File: src/rtl/tcw_pkg.sv
// ----------------------------------------------------------------------------
// Text console writer package
// Shared constants, transaction payload types, command encoding and the
// state type of the execution unit.
// ----------------------------------------------------------------------------
package tcw_pkg;

    localparam int COLUMNS_DEF     = 80;
    localparam int ROWS_DEF        = 25;
    localparam int TAB_WIDTH_DEF   = 4;
    localparam int QUEUE_DEPTH_DEF = 2;

    // Widest coordinates any legal parameter set can produce.
    localparam int CMD_COL_W = 7;
    localparam int CMD_ROW_W = 6;

    localparam int OUT_COL_W = 7;
    localparam int OUT_ROW_W = 5;
    localparam int OUT_LIN_W = 11;

    localparam logic [7:0] ATTR_RESET = 8'hF0;
    localparam logic [7:0] BLANK_CHAR = 8'h20;
    localparam logic [7:0] CH_NEWLINE = 8'h0A;
    localparam logic [7:0] CH_RETURN  = 8'h0D;
    localparam logic [7:0] CH_TAB     = 8'h09;

    localparam logic [1:0] REQ_PUT   = 2'd0;
    localparam logic [1:0] REQ_CLEAR = 2'd1;
    localparam logic [1:0] REQ_SET   = 2'd2;
    localparam logic [1:0] REQ_READ  = 2'd3;

    typedef struct packed {
        logic [1:0] req_type;
        logic [7:0] char_code;
        logic [7:0] col_in;
        logic [7:0] row_in;
    } in_item_t;

    typedef struct packed {
        logic [OUT_COL_W-1:0] cursor_col;
        logic [OUT_ROW_W-1:0] cursor_row;
        logic [OUT_LIN_W-1:0] cursor_linear;
        logic [15:0]          cell_data;
    } out_item_t;

    typedef enum logic [2:0] {
        CMD_PRINT,
        CMD_NEWLINE,
        CMD_RETURN,
        CMD_TAB,
        CMD_CLEAR,
        CMD_SET,
        CMD_READ
    } cmd_kind_t;

    typedef struct packed {
        cmd_kind_t            kind;
        logic [7:0]           ch;
        logic [CMD_COL_W-1:0] col;
        logic [CMD_ROW_W-1:0] row;
    } cmd_t;

    typedef enum logic [1:0] {
        ST_INIT,
        ST_IDLE,
        ST_FILL,
        ST_READ
    } back_state_t;

endpackage

File: src/rtl/tcw_front.sv
// ----------------------------------------------------------------------------
// Text console writer front end
// Accepts request transactions, decodes them into commands with clamped
// coordinates and hands them to the command queue through a register.
// ----------------------------------------------------------------------------
module tcw_front #(
    parameter int COLUMNS = tcw_pkg::COLUMNS_DEF,
    parameter int ROWS    = tcw_pkg::ROWS_DEF
) (
    input  logic             aclk,
    input  logic             aresetn,
    input  logic             init_busy,
    input  logic             s_valid,
    output logic             s_ready,
    input  tcw_pkg::in_item_t s_data,
    output logic             q_valid,
    input  logic             q_ready,
    output tcw_pkg::cmd_t    q_cmd
);

    localparam int CCW = tcw_pkg::CMD_COL_W;
    localparam int CRW = tcw_pkg::CMD_ROW_W;

    logic          f_valid_reg;
    logic          f_valid_next;
    tcw_pkg::cmd_t f_cmd_reg;
    tcw_pkg::cmd_t f_cmd_next;
    logic          accept;

    // No new transaction is taken while the store is being cleared after reset.
    assign s_ready = !init_busy && (!f_valid_reg || q_ready);
    assign accept  = s_valid && s_ready;
    assign q_valid = f_valid_reg;
    assign q_cmd   = f_cmd_reg;

    always_comb begin
        f_cmd_next      = f_cmd_reg;
        f_cmd_next.kind = tcw_pkg::CMD_PRINT;
        f_cmd_next.ch   = s_data.char_code;
        f_cmd_next.col  = (s_data.col_in >= 8'(COLUMNS)) ? CCW'(COLUMNS - 1)
                                                         : s_data.col_in[CCW-1:0];
        f_cmd_next.row  = (s_data.row_in >= 8'(ROWS)) ? CRW'(ROWS - 1)
                                                      : s_data.row_in[CRW-1:0];
        case (s_data.req_type)
            tcw_pkg::REQ_PUT: begin
                if (s_data.char_code == tcw_pkg::CH_NEWLINE) begin
                    f_cmd_next.kind = tcw_pkg::CMD_NEWLINE;
                end else if (s_data.char_code == tcw_pkg::CH_RETURN) begin
                    f_cmd_next.kind = tcw_pkg::CMD_RETURN;
                end else if (s_data.char_code == tcw_pkg::CH_TAB) begin
                    f_cmd_next.kind = tcw_pkg::CMD_TAB;
                end else begin
                    f_cmd_next.kind = tcw_pkg::CMD_PRINT;
                end
            end
            tcw_pkg::REQ_CLEAR: f_cmd_next.kind = tcw_pkg::CMD_CLEAR;
            tcw_pkg::REQ_SET:   f_cmd_next.kind = tcw_pkg::CMD_SET;
            tcw_pkg::REQ_READ:  f_cmd_next.kind = tcw_pkg::CMD_READ;
            default:            f_cmd_next.kind = tcw_pkg::CMD_PRINT;
        endcase
    end

    always_comb begin
        f_valid_next = f_valid_reg;
        if (accept) begin
            f_valid_next = 1'b1;
        end else if (q_ready) begin
            f_valid_next = 1'b0;
        end
    end

    always_ff @(posedge aclk) begin
        if (!aresetn) begin
            f_valid_reg <= 1'b0;
        end else begin
            f_valid_reg <= f_valid_next;
        end
    end

    always_ff @(posedge aclk) begin
        if (accept) begin
            f_cmd_reg <= f_cmd_next;
        end
    end

endmodule

File: config.mk
export PLATFORM = sky130hd
export DESIGN_NAME = tcw_front
export DESIGN_NICKNAME = d
export VERILOG_FILES = /design/src/rtl/tcw_pkg.sv /design/src/rtl/tcw_front.sv
export SDC_FILE = /design/constraint.sdc
export NUM_CORES = 1
export LEC_CHECK = 0
export BUFFER_PORTS_ARGS = -buffer_cell sky130_fd_sc_hd__buf_2
export CELL_PAD_IN_SITES_DETAIL_PLACEMENT = 0
export CELL_PAD_IN_SITES_GLOBAL_PLACEMENT = 1
export CORE_ASPECT_RATIO = 0.5
export CORE_MARGIN = 8
export CORE_UTILIZATION = 34
export DETAILED_ROUTE_END_ITERATION = 8
export HOLD_SLACK_MARGIN = 0.1
export PLACE_DENSITY_LB_ADDON = 0.1
export RECOVER_POWER = 25
export SYNTH_ARGS = -nofsm -noshare
export SYNTH_HDL_FRONTEND = slang
export SYNTH_SLANG_ARGS = --single-unit
File: constraint.sdc
create_clock -name aclk -period 3.9 [get_ports aclk]
set_clock_uncertainty 0.2 [all_clocks]
set_input_delay 0.585 -clock aclk [delete_from_list [all_inputs] [get_ports aclk]]
set_output_delay 0.585 -clock aclk [all_outputs]
set_load 0.02 [all_outputs]
==> impl_metrics.csv <==
group,metric,value,unit
outcome,status,"completed",
global_route,grtUsageTotal,8.78,%
sta,rsz0062_at_grt,"no",
route,avgRoutedWirePerCell,14.2,um
power,p_leak,0.514,nW
logic_synthesis,synthCells,54,
sta,fmax,483,MHz
place,hpwlAfterDp,1820,um
cts,clock-root-buffer,"clkbuf_8",
sta,worst_slew_pin_slew,1.04,ns
floorplan,dieArea,4840,um2
route,drt_iter0_drc,10,
power,p_per_area,400,nW/um2
global_route,grt_max_degree,25,
route,vias_per_cell,4.46,
cts,htreeDepth,1,
logic_synthesis,synth_nets,85,
cts,clock_latency,0.26,ns
critical_path,crit_path_max_incr_delay,0.83,ns
cts,cts_tree,"yes",
place,port_buffers,56,
route,detail-route-antenna-nets,0,
cells_and_area,finalNonFillerCells,151,
logic_synthesis,ys_seq_area_share,78.1,%
critical_path,startpoint_type,"input pin",
floorplan,die_w,90.7,um
cells_and_area,fin_util,49.9,%
route,drc,0,
logic_synthesis,yosysUniqueCellTypes,20,
hold_path,min_path_type,"in -> reg",
cts,cts_hold_buf,0,
critical_path,critical_path_class,"in -> reg",
place,numPlacedInstances,147,
logic_synthesis,synth.avg_cell_area,17.6,um2
critical_path,critPathArrivalTime,1.76,ns
sta,relSlewSlack,30.5,%
cts,cts-resized-gates,0,
critical_path,critPathMaxFanout,24,
cts,cts_sinks,25,
route,drt-total-wl,2150,um
critical_path,crit_chain,"buf_2 > nand2b_1 > nor2b_1 > and2_1",
sta,tns,0,ns
route,firstDrtPassIters,2,
power,power,0.000523,W
sta,fin_crit_sh,53.1,%
sta,finalHoldViolations,0,
cts,post_cts_buffers,0,
power,ir_drop,0.191,mV
global_route,grt_antenna_before_repair,0,
floorplan,die_h,53.3,um
cts,clockBufferDepth,2,
global_route,grt_pass1_wl,3300,um
cts,path_clk_slew,0.08,ns
sta,period_minus_slack,2.07,ns
place,gp_congestion,0.720,
floorplan,num_rows,13,
run,cap_viol_max_count,0,
critical_path,critPathRequiredTime,3.59,ns
sta,setup_viol_count_final,0,
critical_path,slowest_stage,"and2_1",
logic_synthesis,synth-seq-cells,25,
critical_path,endpoint_kind,"register",
sta,maxSlewViolCount,0,
floorplan,ios,57,
cts,cts_buffers,3,
global_route,grt_overflow,0,
cells_and_area,final_nets,146,
logic_synthesis,syn-cell-area,948,um2
cells_and_area,diodes,0,
global_route,grt_pass1_vias,705,
cells_and_area,syn2layout_area_growth,37.9,%
logic_synthesis,yosysWarnings,0,
cells_and_area,layout-drive-gt1-share,49.1,%
floorplan,core_area,2620,um2
route,dr_total_vias,674,
floorplan,start_util,36.2,%
-- critical path: cells and delay by family --
kind	cells	cell delay, ns
buffers and inverters	1	0.07
and+or+nand+nor	3	1.09
-- synth_stat cells --
cell / count / area, um2
nor2_1: 2 / 7.51
a21boi_0: 1 / 7.51
dfxtp_1: 1 / 20.0
a41oi_1: 1 / 8.76
nand2b_1: 2 / 12.5
and2_1: 4 / 25.0
or4_1: 2 / 15.0
or3_1: 4 / 25.0
nor3b_1: 3 / 22.5
or2_2: 1 / 6.26
inv_1: 1 / 3.75
conb_1: 1 / 3.75
nor2b_1: 1 / 6.26
a2111oi_2: 1 / 15.0
or2_4: 1 / 8.76
edfxtp_1: 24 / 721
a32o_2: 1 / 11.3
xor2_1: 1 / 8.76
o21a_1: 1 / 7.51
nor3b_2: 1 / 12.5
-- cell type report --
cell class	instances	area, um2
clock buffer	3	41.3
clock inverter	1	7.51
fill	250	1310
inverter	1	3.75
multi-input combinational	28	196
sequential	25	741
tap	37	46.3
timing repair buffer	56	272
-- power breakdown --
part,internal [W],total [W],switching (W)
logic,0.0000240,0.0000615,0.0000375
clock network,0.0000722,0.000151,0.0000789
registers,0.000308,0.000310,0.00000248
-- stage by stage --
stage / hold slack [ns] / cell area (um2) / worst slack (ns)
after global routing: 0.292 / 1310 / 1.70
final: 0.310 / 1310 / 1.83
after floorplan: 0.367 / 948 / 1.58
after CTS: 0.298 / 1320 / 1.81
after global placement: 0.278 / 1270 / 1.63
after detailed placement: 0.319 / 1270 / 1.53
-- path summary, 6_finish.rpt --
kind / end / startpoint / slack, ns / depth (start not counted)
setup / recovery: q_cmd[5] / q_ready / 1.83 / 4
hold / removal: q_cmd[20] / s_data[23] / 0.31 / 1
setup reg to reg: q_cmd[5] / q_valid / 1.93 / 3
hold reg to reg: q_valid / q_valid / 0.33 / 2
-- flip-flops by register name (all words and copies together) (netlist names) --
signal	flops
q_valid	1
q_cmd	24
-- cells by family (layout without fill, tap and decap cells) --
| group | Yosys count | in the layout | synth area share, % |
|---|---|---|---|
| xor+xnor | 1 | 1 | 0.924 |
| buf+inv | 1 | 61 | 0.395 |
| other cells | 1 | 1 | 0.395 |
| flops | 25 | 25 | 78.1 |
| simple gates | 21 | 21 | 14.9 |
| compound gates | 5 | 5 | 5.28 |
-- cell usage in the layout (no fill, tap or decap) --
master,netlist,final
a2111oi_2,1,1
a21boi_0,1,1
a32o_2,1,1
a41oi_1,1,1
and2_1,4,4
buf_2,0,49
clkbuf_1,0,7
clkbuf_8,0,3
clkinvlp_4,0,1
conb_1,1,1
dfxtp_1,1,1
edfxtp_1,24,24
inv_1,1,1
nand2b_1,2,2
nor2_1,2,2
nor2b_1,1,1
nor3b_1,3,4
o21a_1,1,1
or2_0,0,1
or2_2,1,1
or3_1,4,4
or4_1,2,2
xor2_1,1,1
-- metal layers --
layer	vias to the layer above	track usage, %	share of wire (%)
met5	-	0	0
met4	0	2.45	0.88
met3	2	4.93	9.5
met2	31	16.7	52
met1	315	8.20	38
li1	326	-	-
Power figures use the tool's default switching activity.
