[src/rtl/tcw_pkg.sv]
// ----------------------------------------------------------------------------
// Text console writer package
// Shared constants, transaction payload types, command encoding and the
// state type of the execution unit.
// ----------------------------------------------------------------------------
package tcw_pkg;

    localparam int COLUMNS_DEF     = 80;
    localparam int ROWS_DEF        = 25;
    localparam int TAB_WIDTH_DEF   = 4;
    localparam int QUEUE_DEPTH_DEF = 2;

    // Widest coordinates any legal parameter set can produce.
    localparam int CMD_COL_W = 7;
    localparam int CMD_ROW_W = 6;

    localparam int OUT_COL_W = 7;
    localparam int OUT_ROW_W = 5;
    localparam int OUT_LIN_W = 11;

    localparam logic [7:0] ATTR_RESET = 8'hF0;
    localparam logic [7:0] BLANK_CHAR = 8'h20;
    localparam logic [7:0] CH_NEWLINE = 8'h0A;
    localparam logic [7:0] CH_RETURN  = 8'h0D;
    localparam logic [7:0] CH_TAB     = 8'h09;

    localparam logic [1:0] REQ_PUT   = 2'd0;
    localparam logic [1:0] REQ_CLEAR = 2'd1;
    localparam logic [1:0] REQ_SET   = 2'd2;
    localparam logic [1:0] REQ_READ  = 2'd3;

    typedef struct packed {
        logic [1:0] req_type;
        logic [7:0] char_code;
        logic [7:0] col_in;
        logic [7:0] row_in;
    } in_item_t;

    typedef struct packed {
        logic [OUT_COL_W-1:0] cursor_col;
        logic [OUT_ROW_W-1:0] cursor_row;
        logic [OUT_LIN_W-1:0] cursor_linear;
        logic [15:0]          cell_data;
    } out_item_t;

    typedef enum logic [2:0] {
        CMD_PRINT,
        CMD_NEWLINE,
        CMD_RETURN,
        CMD_TAB,
        CMD_CLEAR,
        CMD_SET,
        CMD_READ
    } cmd_kind_t;

    typedef struct packed {
        cmd_kind_t            kind;
        logic [7:0]           ch;
        logic [CMD_COL_W-1:0] col;
        logic [CMD_ROW_W-1:0] row;
    } cmd_t;

    typedef enum logic [1:0] {
        ST_INIT,
        ST_IDLE,
        ST_FILL,
        ST_READ
    } back_state_t;

endpackage

[src/rtl/tcw_queue.sv]
// ----------------------------------------------------------------------------
// Text console writer command queue
// Short first-in first-out buffer that decouples decoding from execution.
// ----------------------------------------------------------------------------
module tcw_queue #(
    parameter int DEPTH = tcw_pkg::QUEUE_DEPTH_DEF
) (
    input  logic          aclk,
    input  logic          aresetn,
    input  logic          in_valid,
    output logic          in_ready,
    input  tcw_pkg::cmd_t in_cmd,
    output logic          out_valid,
    input  logic          out_pop,
    output tcw_pkg::cmd_t out_cmd
);

    localparam int PW = (DEPTH > 1) ? $clog2(DEPTH) : 1;
    localparam int NW = $clog2(DEPTH + 1);

    tcw_pkg::cmd_t slot_reg [DEPTH];
    logic [PW-1:0] wr_ptr_reg;
    logic [PW-1:0] wr_ptr_next;
    logic [PW-1:0] rd_ptr_reg;
    logic [PW-1:0] rd_ptr_next;
    logic [NW-1:0] count_reg;
    logic [NW-1:0] count_next;
    logic          push;
    logic          pop;

    assign in_ready  = (count_reg != NW'(DEPTH));
    assign out_valid = (count_reg != '0);
    assign out_cmd   = slot_reg[rd_ptr_reg];
    assign push      = in_valid && in_ready;
    assign pop       = out_pop && out_valid;

    always_comb begin
        wr_ptr_next = wr_ptr_reg;
        rd_ptr_next = rd_ptr_reg;
        count_next  = count_reg;
        if (push) begin
            wr_ptr_next = (wr_ptr_reg == PW'(DEPTH - 1)) ? '0 : wr_ptr_reg + 1'b1;
        end
        if (pop) begin
            rd_ptr_next = (rd_ptr_reg == PW'(DEPTH - 1)) ? '0 : rd_ptr_reg + 1'b1;
        end
        if (push && !pop) begin
            count_next = count_reg + 1'b1;
        end else if (pop && !push) begin
            count_next = count_reg - 1'b1;
        end
    end

    always_ff @(posedge aclk) begin
        if (!aresetn) begin
            wr_ptr_reg <= '0;
            rd_ptr_reg <= '0;
            count_reg  <= '0;
        end else begin
            wr_ptr_reg <= wr_ptr_next;
            rd_ptr_reg <= rd_ptr_next;
            count_reg  <= count_next;
        end
    end

    always_ff @(posedge aclk) begin
        if (push) begin
            slot_reg[wr_ptr_reg] <= in_cmd;
        end
    end

endmodule

[config.mk]
export PLATFORM = sky130hd
export DESIGN_NAME = tcw_queue
export DESIGN_NICKNAME = d
export VERILOG_FILES = /design/src/rtl/tcw_pkg.sv /design/src/rtl/tcw_queue.sv
export SDC_FILE = /design/constraint.sdc
export NUM_CORES = 1
export LEC_CHECK = 0
export ABC_CLOCK_PERIOD_IN_PS = 3050
export BUFFER_PORTS_ARGS = -buffer_cell sky130_fd_sc_hd__clkbuf_2
export CAP_MARGIN = 20
export CORE_ASPECT_RATIO = 1.5
export CORE_MARGIN = 2
export CORE_UTILIZATION = 55
export DETAILED_ROUTE_END_ITERATION = 8
export PLACE_DENSITY = 0.87
export SLEW_MARGIN = 40
export SYNTH_ARGS = -nofsm -noshare
export SYNTH_HDL_FRONTEND = slang
export SYNTH_SLANG_ARGS = --single-unit
export TNS_END_PERCENT = 30
[constraint.sdc]
create_clock -name aclk -period 3.05 [get_ports aclk]
set_input_delay 0.1525 -clock aclk [delete_from_list [all_inputs] [get_ports aclk]]
set_output_delay 0.1525 -clock aclk [all_outputs]
set_load 0.1 [all_outputs]
==> results.py, run 1 <==
metrics = {
    "grt": {
        "grtUsageTotal_pct": 17.3,
        "grt_pass1_wl_um": 4820,
        "overflow": 0,
        "antenna_found_initial": 0,
        "grt_pass1_vias": 1014,
        "grt_max_degree": 25,
    },
    "placement": {
        "dp_hpwl_um": 2360,
        "gp_congestion": 0.645,
        "port_buffers": 53,
    },
    "clock_tree": {
        "clk_pin_slew_ns": 0.09,
        "cts-resized-gates": 0,
        "clock_sinks": 53,
        "hold_buffers": 0,
        "clock_path_buffers": 2,
        "tritoncts": "done",
        "htree_levels": 2,
        "postCtsSetupRepairBufs": 0,
        "clkLatencyLatePin_ns": 0.29,
        "clock_tree.root_cell": "clkbuf_8",
        "cts_inserted_buffers": 5,
    },
    "status": {
        "status": "complete, no violations",
    },
    "timing": {
        "hold_viol_final": 0,
        "setup_tns_ns": 0,
        "fin_crit_ns": 1.84,
        "worst_slew_pin_slew_ns": 0.553,
        "rsz0062_at_grt": "no",
        "slew_headroom_pct": 63.3,
        "fmax_mhz": 545,
        "finalCritPeriodShare_pct": 60.2,
        "fin_skew_ns": 0.00440,
        "setup_viol": 0,
        "slew_violations": 0,
        "holdWs_ns": 0.0449,
    },
    "yosys": {
        "synthSimpleGateAreaFrac_pct": 3.30,
        "synth_top_family_by_area": "multiplexers",
        "ys_seq_elements": 53,
        "synth_mux_area_share_pct": 13.7,
        "synth-compound-area-share_pct": 1.78,
        "ys_warn_count": 0,
        "syn_area_sq_mm": 0.00197,
        "synth_adder_area_share_pct": 0.635,
        "synth_top_cell_by_area": "edfxtp_1",
        "synth_top_area_share_pct": 73.2,
        "synth.area.top_cells": "edfxtp_1 73%, mux2_2 14%, dfxtp_1 5.1%",
        "syn_area_per_cell_sq_um": 19.9,
        "synth_cell_types": 19,
        "ys_seq_area_share_pct": 78.3,
        "synth_xor_area_share_pct": 1.33,
        "syn_nets": 128,
        "netlist_instances": 99,
    },
    "detailed_routing": {
        "ant_nets": 0,
        "wl_um": 3250,
        "drt_pass1_iterations": 4,
        "post_drt_wl_per_cell_um": 16.2,
        "drc": 0,
        "drt_iter0_drc": 17,
        "vias_per_cell": 5.18,
        "vias": 1041,
    },
    "worst_setup_path": {
        "startpoint_type": "flop",
        "worstPathRequired_ns": 2.90,
        "crit_path_end_kind": "output port",
        "crit_family": "buffers and inverters",
        "max_stage_delay_ns": 0.39,
        "crit_type": "flop to output port",
        "arrival_ns": 1.68,
        "crit_buf_inv": 2,
        "crit_fanout": 24,
        "path_cells": "buf_4, mux2_2, clkbuf_2",
        "cp_slowest_cell": "mux2_2",
    },
    "run": {
        "maxCapViolCount": 0,
    },
    "layout": {
        "drive_above_1_share_pct": 57.2,
        "diodes": 0,
        "nets": 187,
        "syn2layout_area_growth_pct": 21.3,
        "fill_cells": 250,
        "largest_reg_flops": 48,
    },
    "floorplanning": {
        "initial_utilization_pct": 57.7,
        "coreArea_sq_mm": 0.00342,
        "rows": 26,
        "die_height_um": 77.3,
        "ios": 54,
        "die_w_um": 52.9,
        "die_area_sq_mm": 0.00409,
    },
    "hold_path": {
        "holdCritPathClass": "input pin to flop",
    },
}
==> layout by cell type, fill, tap and decap left out <==
cell,instances
nand3b_1,1
a21boi_1,1
ha_1,1
dfxtp_1,5
or3_1,1
and2_1,4
a21boi_0,1
inv_2,1
xnor2_1,2
edfxtp_1,48
clkbuf_8,7
and3_1,1
clkinv_2,1
mux2_2,24
nand2b_4,1
o21ai_0,1
o21ai_1,1
a21bo_2,1
or2_2,1
clkbuf_2,53
buf_4,2
xor2_1,1
==> final cells by class <==
cell class / instances / area, sq um / share of cell area (%)
flip-flops and latches: 53 / 1540 / 64.5
multi-input cells: 42 / 409 / 17.1
repair buffers: 55 / 280 / 11.7
clock buffers: 7 / 96.3 / 4.03
well taps: 42 / 52.6 / 2.20
clock inverters: 1 / 5.00 / 0.210
inverters: 1 / 3.75 / 0.157
==> cells in the mapped netlist <==
cell / count
edfxtp_1: 48
mux2_2: 24
dfxtp_1: 5
and2_1: 4
buf_2: 3
xnor2_1: 2
a21bo_2: 1
a21boi_0: 1
a21boi_1: 1
and3_1: 1
ha_1: 1
inv_1: 1
nand2b_4: 1
nand3b_1: 1
o21ai_0: 1
o21ai_1: 1
or2_2: 1
or3_1: 1
xor2_1: 1
==> path summary, 6_finish.rpt <==
path,startpoint,end,slack (ns),depth (start not counted)
max,flop,out_cmd[1],1.21,3
min reg2reg,count_reg[1],count_reg[1],0.57,2
max reg2reg,count_reg[0],count_reg[1],1.44,5
min,in_cmd[21],slot_reg[0][21],0.04,1
==> layer usage <==
metal	vias up	share of wire [%]	GRT usage, %
li1	495	-	-
met4	0	1.5	6.92
met5	-	0	0
met3	6	6.9	6.42
met1	504	36	17.8
met2	36	56	30.3
==> metrics by stage <==
step                      cells  utilization [%]  setup slack [ns]  instance area, sq um
after global placement      193             67.0              1.37                  2290
after floorplan              99                -              1.21                  1970
after detailed placement    193             67.0              1.26                  2290
final                       201             69.9              1.21                  2390
after global routing        201             69.9              1.14                  2390
after CTS                   201             69.9              1.19                  2390
==> worst reg2reg max path: stages, from the launching register on <==
cell	delay, ns
dfxtp_1	0.36
nand2b_4	0.18
and2_1	0.17
ha_1	0.33
or3_1	0.36
a21boi_1	0.15
==> logic make-up after synthesis <==
kind of cell | Yosys count
buffers and inverters | 4
muxes | 24
xor gates and xnor gates | 3
DFF | 53
AOI/OAI and AO/OA | 5
adders and majority gates | 1
and+or+nand+nor | 9
Power of run 1 is left out: the tool's default activity adds up to more than one toggle a clock period on the data nets, which glitch-free logic cannot reach.
==> run 2: changes to the inputs <==
--- a/config.mk
+++ b/config.mk
@@ -5,14 +5,14 @@
 export SDC_FILE = /design/constraint.sdc
 export NUM_CORES = 1
 export LEC_CHECK = 0
-export ABC_CLOCK_PERIOD_IN_PS = 3050
+export ABC_CLOCK_PERIOD_IN_PS = 1700
 export BUFFER_PORTS_ARGS = -buffer_cell sky130_fd_sc_hd__clkbuf_2
 export CAP_MARGIN = 20
 export CORE_ASPECT_RATIO = 1.5
 export CORE_MARGIN = 2
-export CORE_UTILIZATION = 55
+export CORE_UTILIZATION = 51
 export DETAILED_ROUTE_END_ITERATION = 8
-export PLACE_DENSITY = 0.87
+export PLACE_DENSITY = 0.82
 export SLEW_MARGIN = 40
 export SYNTH_ARGS = -nofsm -noshare
 export SYNTH_HDL_FRONTEND = slang
==> constraint.sdc (replaced) <==
create_clock -name aclk -period 1.7 [get_ports aclk]
set_input_delay 0.085 -clock aclk [delete_from_list [all_inputs] [get_ports aclk]]
set_output_delay 0.085 -clock aclk [all_outputs]
set_load 0.1 [all_outputs]
==> run 2 against run 1 <==
Final cell count is 13% higher; sequential cell count stayed put; core utilization is 12 points higher; critical path depth is 2 higher; via count is 14% higher; non-clock buffer count is 26 higher; clock skew hardly changed; first-iteration DRC count is 140% higher; setup slack worse by 1.2 ns.
==> results.py, run 2 (synthesis results as in run 1) <==
metrics = {
    "timing": {
        "hold_viol_final": 0,
        "fmax_mhz": 602,
        "rsz0062_at_grt": "no",
        "slew_headroom_pct": 63.8,
        "fin_crit_ns": 1.66,
        "worst_slew_pin_slew_ns": 0.546,
        "setup_viol": 0,
        "finalCritPeriodShare_pct": 97.7,
        "worst_slack_ns": 0.0398,
        "fin_skew_ns": 0.00467,
        "slew_violations": 0,
    },
    "worst_setup_path": {
        "startpoint_type": "flop",
        "reg2reg_slack_ns": 0.04,
        "arrival_ns": 1.89,
        "path_cells": "nand2b_4, and2_1, ha_1, or3_1, a21boi_1",
        "cp_slowest_cell": "or3_1",
        "crit_fanout": 5,
        "crit_type": "flop to flop",
        "max_stage_delay_ns": 0.38,
        "worstPathRequired_ns": 1.93,
        "crit_path_end_kind": "flop",
    },
    "layout": {
        "largest_reg_flops": 48,
        "multi_input_area_sq_um": 410,
        "syn2layout_area_growth_pct": 53.1,
        "fill_cells": 183,
        "finish.instance_area_sq_mm": 0.00302,
        "drive_above_1_share_pct": 50.8,
        "diodes": 0,
        "nets": 213,
        "final_common_cell": "edfxtp_1",
        "final_cell_mix": "48 x edfxtp_1, 29 x clkbuf_2, 26 x buf_12",
        "ff_latch_area_sq_mm": 0.00154,
        "final_cell_count_no_fill": 228,
    },
    "grt": {
        "antenna_found_initial": 0,
        "grt_pass1_wl_um": 6340,
        "overflow": 0,
        "grtUsageTotal_pct": 22.1,
        "grt_pass1_vias": 1256,
        "grt_max_degree": 25,
    },
    "detailed_routing": {
        "post_drt_wl_per_cell_um": 18.8,
        "ant_nets": 0,
        "vias_per_cell": 5.22,
        "vias": 1190,
        "drt_iter0_drc": 40,
        "wl_um": 4290,
        "drc": 0,
        "drt_pass1_iterations": 4,
    },
    "clock_tree": {
        "cts_inserted_buffers": 5,
        "tritoncts": "done",
        "clock_path_buffers": 2,
        "clkLatencyLatePin_ns": 0.30,
        "postCtsSetupRepairBufs": 0,
        "clk_pin_slew_ns": 0.09,
        "clock_tree.root_cell": "clkbuf_8",
        "clock_sinks": 53,
        "htree_levels": 2,
    },
    "status": {
        "status": "complete, no violations",
    },
    "placement": {
        "dp_hpwl_um": 2610,
        "dp_cells": 196,
        "gp_congestion": 0.655,
        "place_area_sq_mm": 0.00269,
        "port_buffers": 53,
        "pre_cts_ws_ns": 0.0738,
    },
    "floorplanning": {
        "die_w_um": 54.7,
        "coreArea_sq_mm": 0.00368,
        "initial_utilization_pct": 53.5,
        "ios": 54,
        "die_area_sq_mm": 0.00438,
        "rows": 27,
        "die_height_um": 80.1,
    },
    "power_and_ir_drop": {
        "static-leakage-power_uw": 0.00116,
        "max-vdd-ir-drop_mv": 1.63,
        "cellPowerDensity_mw_per_mm2": 1830,
        "power_uw": 5510,
    },
    "hold_path": {
        "holdCritPathClass": "input pin to flop",
    },
    "run": {
        "maxCapViolCount": 0,
    },
}
run 2: changes by cell type in the layout (fill, tap and decap cells not counted), moves of 2 or more:
| cell | before | now |
|---|---|---|
| dfxtp_1 | 5 | 3 |
| clkbuf_2 | 53 | 29 |
| clkbuf_8 | 7 | 5 |
| buf_12 | 0 | 26 |
| dfxtp_2 | 0 | 2 |
| dlygate4sd3_1 | 0 | 24 |
run 2: what timing repair did:
action	4_1_cts	5_1_grt
resized for setup	0	2
endpoints found under the hold margin	48	0
setup endpoints to repair	0	1
hold buffers	24	0
run 2: metrics by stage:
stage          setup TNS [ns]  util, %  hold WS, ns
2_1_floorplan           -1.09        -        0.184
3_3_place_gp                0     73.1        0.275
3_5_place_dp                0     73.1        0.280
4_1_cts                     0     81.8       0.0457
5_1_grt                     0     81.9       0.0615
6_report                    0     81.9       0.0580
run 2: area by class of cell:
type	count	share of cell area, %
Multi-Input combinational cell	42	13.6
Tap cell	43	1.78
Sequential cell	53	51.2
Inverter	1	0.124
Clock buffer	6	2.41
Timing Repair Buffer	81	30.5
Clock inverter	2	0.332
run 2: report_power, final:
| group | internal, uW | switching [uW] | leakage, uW |
|---|---|---|---|
| clock network | 286 | 373 | 0.0000450 |
| logic | 1100 | 2030 | 0.000625 |
| registers | 1640 | 84.6 | 0.000490 |
| total | 3020 | 2490 | 0.00116 |
run 2: worst max-delay path: cells and delay by family (launching register included):
kind                       cells  cell delay (ns)
and+or+nand+nor                3             0.73
DFF                            1             0.36
adders and majority gates      1             0.35
AOI/OAI and AO/OA              1             0.16
run 2: final timing paths:
| path | start | cells past startpoint | endpoint |
|---|---|---|---|
| min reg2reg | count_reg[1] | 2 | count_reg[1] |
| min | aresetn | 2 | count_reg[0] |
| max reg2reg | count_reg[0] | 5 | count_reg[1] |
| max | count_reg[0] | 5 | count_reg[1] |
run 2: routing by layer:
metal / vias up / global-route usage (%) / wire, um
met3: 9 / 5.20 / 226
met2: 49 / 40.7 / 2540
met5: - / 0 / 0
li1: 549 / - / -
met4: 0 / 10.8 / 122
met1: 583 / 21.5 / 1400
Power figures use the tool's default switching activity.
==> run 3: changes to the inputs <==
--- a/config.mk
+++ b/config.mk
@@ -12,7 +12,8 @@
 export CORE_MARGIN = 2
 export CORE_UTILIZATION = 51
 export DETAILED_ROUTE_END_ITERATION = 8
-export PLACE_DENSITY = 0.82
+export PLACE_DENSITY_LB_ADDON = 0.05
+export REMOVE_ABC_BUFFERS = 1
 export SLEW_MARGIN = 40
 export SYNTH_ARGS = -nofsm -noshare
 export SYNTH_HDL_FRONTEND = slang
==> run 3 against run 2 <==
Clock skew grew 0.0045 ns; via count is 3.4% lower; register-to-register slack improved by 0.03 ns; setup slack better by 0.031 ns; sequential power barely moved.
==> results.py, run 3 (synthesis results as in run 1) <==
metrics = {
    "power_and_ir_drop": {
        "combPwrFrac_pct": 56.1,
        "switching_power_uw": 2440,
        "p_sw_share_pct": 44.8,
        "max-vdd-ir-drop_mv": 1.47,
        "power_frac_seq_pct": 31.7,
        "clkPwrFrac_pct": 12.3,
        "p_int_uw": 3000,
        "cellPowerDensity_mw_per_mm2": 1810,
        "static-leakage-power_uw": 0.00116,
    },
    "timing": {
        "fin_crit_ns": 1.63,
        "slew_violations": 0,
        "finalCritPeriodShare_pct": 95.8,
        "worst_slack_ns": 0.0708,
        "slew_headroom_pct": 63.9,
        "fin_skew_ns": 0.00916,
        "hold_viol_final": 0,
        "rsz0062_at_grt": "no",
        "setup_tns_ns": 0,
        "fmax_mhz": 614,
        "worst_slew_pin_slew_ns": 0.544,
        "setup_viol": 0,
    },
    "layout": {
        "multi_input_area_sq_um": 409,
        "final_cell_mix": "48 x edfxtp_1, 29 x clkbuf_2, 24 x mux2_2, 24 x dlygate4sd3_1, 24 x buf_12",
        "nets": 215,
        "drive_above_1_share_pct": 50.3,
        "finish.instance_area_sq_mm": 0.00301,
        "final_common_cell": "edfxtp_1",
        "syn2layout_area_growth_pct": 52.7,
        "diodes": 0,
        "final_cell_count_no_fill": 230,
        "ff_latch_area_sq_mm": 0.00154,
        "largest_reg_flops": 48,
        "fill_cells": 202,
    },
    "placement": {
        "gp_congestion": 0.631,
        "place_area_sq_mm": 0.00268,
        "dp_hpwl_um": 2420,
        "dp_cells": 198,
        "port_buffers": 53,
        "pre_cts_ws_ns": 0.0904,
    },
    "detailed_routing": {
        "vias": 1149,
        "wl_um": 3670,
        "drt_pass1_iterations": 4,
        "ant_nets": 0,
        "vias_per_cell": 5.00,
        "drc": 0,
        "drt_iter0_drc": 12,
        "post_drt_wl_per_cell_um": 16.0,
    },
    "grt": {
        "top_usage_layer": "met2",
        "grt_pass1_vias": 1255,
        "overflow": 0,
        "grtUsageMet2_pct": 34.2,
        "antenna_found_initial": 0,
        "grt_max_degree": 17,
        "grtUsageTotal_pct": 19.1,
        "grt_util_met1_pct": 19.9,
        "grt_pass1_wl_um": 5720,
        "use_met3_pct": 5.39,
    },
    "worst_setup_path": {
        "max_stage_delay_ns": 0.37,
        "startpoint_type": "flop",
        "crit_type": "flop to flop",
        "crit_buf_inv": 0,
        "path_cells": "nand2b_4, and2_1, ha_1, or3_1, a21boi_1",
        "cp_slowest_cell": "dfxtp_1",
        "crit_family": "simple AND/OR/NAND/NOR gates",
        "worstPathRequired_ns": 1.93,
        "crit_fanout": 5,
        "arrival_ns": 1.86,
        "crit_path_end_kind": "flop",
    },
    "floorplanning": {
        "rows": 27,
        "die_area_sq_mm": 0.00438,
        "die_w_um": 54.7,
        "initial_utilization_pct": 53.5,
        "ios": 54,
        "coreArea_sq_mm": 0.00368,
        "die_height_um": 80.1,
    },
    "status": {
        "status": "complete, no violations",
    },
    "clock_tree": {
        "clkLatencyLatePin_ns": 0.31,
        "cts_inserted_buffers": 5,
        "clock_sinks": 53,
        "tritoncts": "done",
        "clk_pin_slew_ns": 0.09,
        "clock_tree.root_cell": "clkbuf_8",
        "htree_levels": 2,
        "clock_path_buffers": 2,
    },
    "hold_path": {
        "holdCritPathClass": "input pin to flop",
    },
    "run": {
        "maxCapViolCount": 0,
    },
}
[run 3: cell count changes in the layout (fill, tap and decap cells not counted), sizes merged]
cell / previous run / this run
clkinv: 2 / 3
buf: 28 / 30
clkbuf: 35 / 34
[run 3: power groups by stage]
stage | combinational [uW] | clock, uW | sequential, uW
6_report | 3050 | 668 | 1720
3_3_place_gp | 2990 | 0 | 1730
5_1_grt | 3140 | 735 | 1740
2_1_floorplan | 1960 | 0 | 1760
3_5_place_dp | 3020 | 0 | 1750
4_1_cts | 3070 | 684 | 1720
[run 3: stage by stage]
stage	hold slack [ns]	util [%]	power, uW
final	0.0332	81.7	5450
after global routing	0.0455	81.7	5620
after CTS	0.0384	81.7	5470
after detailed placement	0.278	72.7	4770
after global placement	0.274	72.7	4720
after floorplan	0.184	-	3720
[run 3: per-layer routing]
metal  wire, um  share of wire, %
met5          0                 0
met4         80               2.2
met3        193               5.3
met2       2110                57
met1       1290                35
[run 3: area by class of cell]
class,instances,share of cell area (%)
clock buffers,5,2.29
clock inverters,3,0.583
inverters,1,0.125
multi-input cells,42,13.6
flip-flops and latches,53,51.3
well taps,43,1.79
repair buffers,83,30.3
[run 3: repair_timing]
action / 4_1_cts / 5_1_grt
setup buffers: 0 / 0
hold endpoints to repair: 48 / 0
endpoints found under the setup margin: 4 / 0
resized for setup: 1 / 0
hold buffers: 24 / 0
[run 3: final timing paths]
kind                            slack, ns  cells after the start    startpoint           end
worst max-delay path                 0.07                      5  count_reg[0]  count_reg[1]
worst min-delay path                 0.03                      2       aresetn          flop
worst max register to register       0.07                      5  count_reg[0]  count_reg[1]
worst min register to register       0.57                      2  count_reg[1]  count_reg[1]
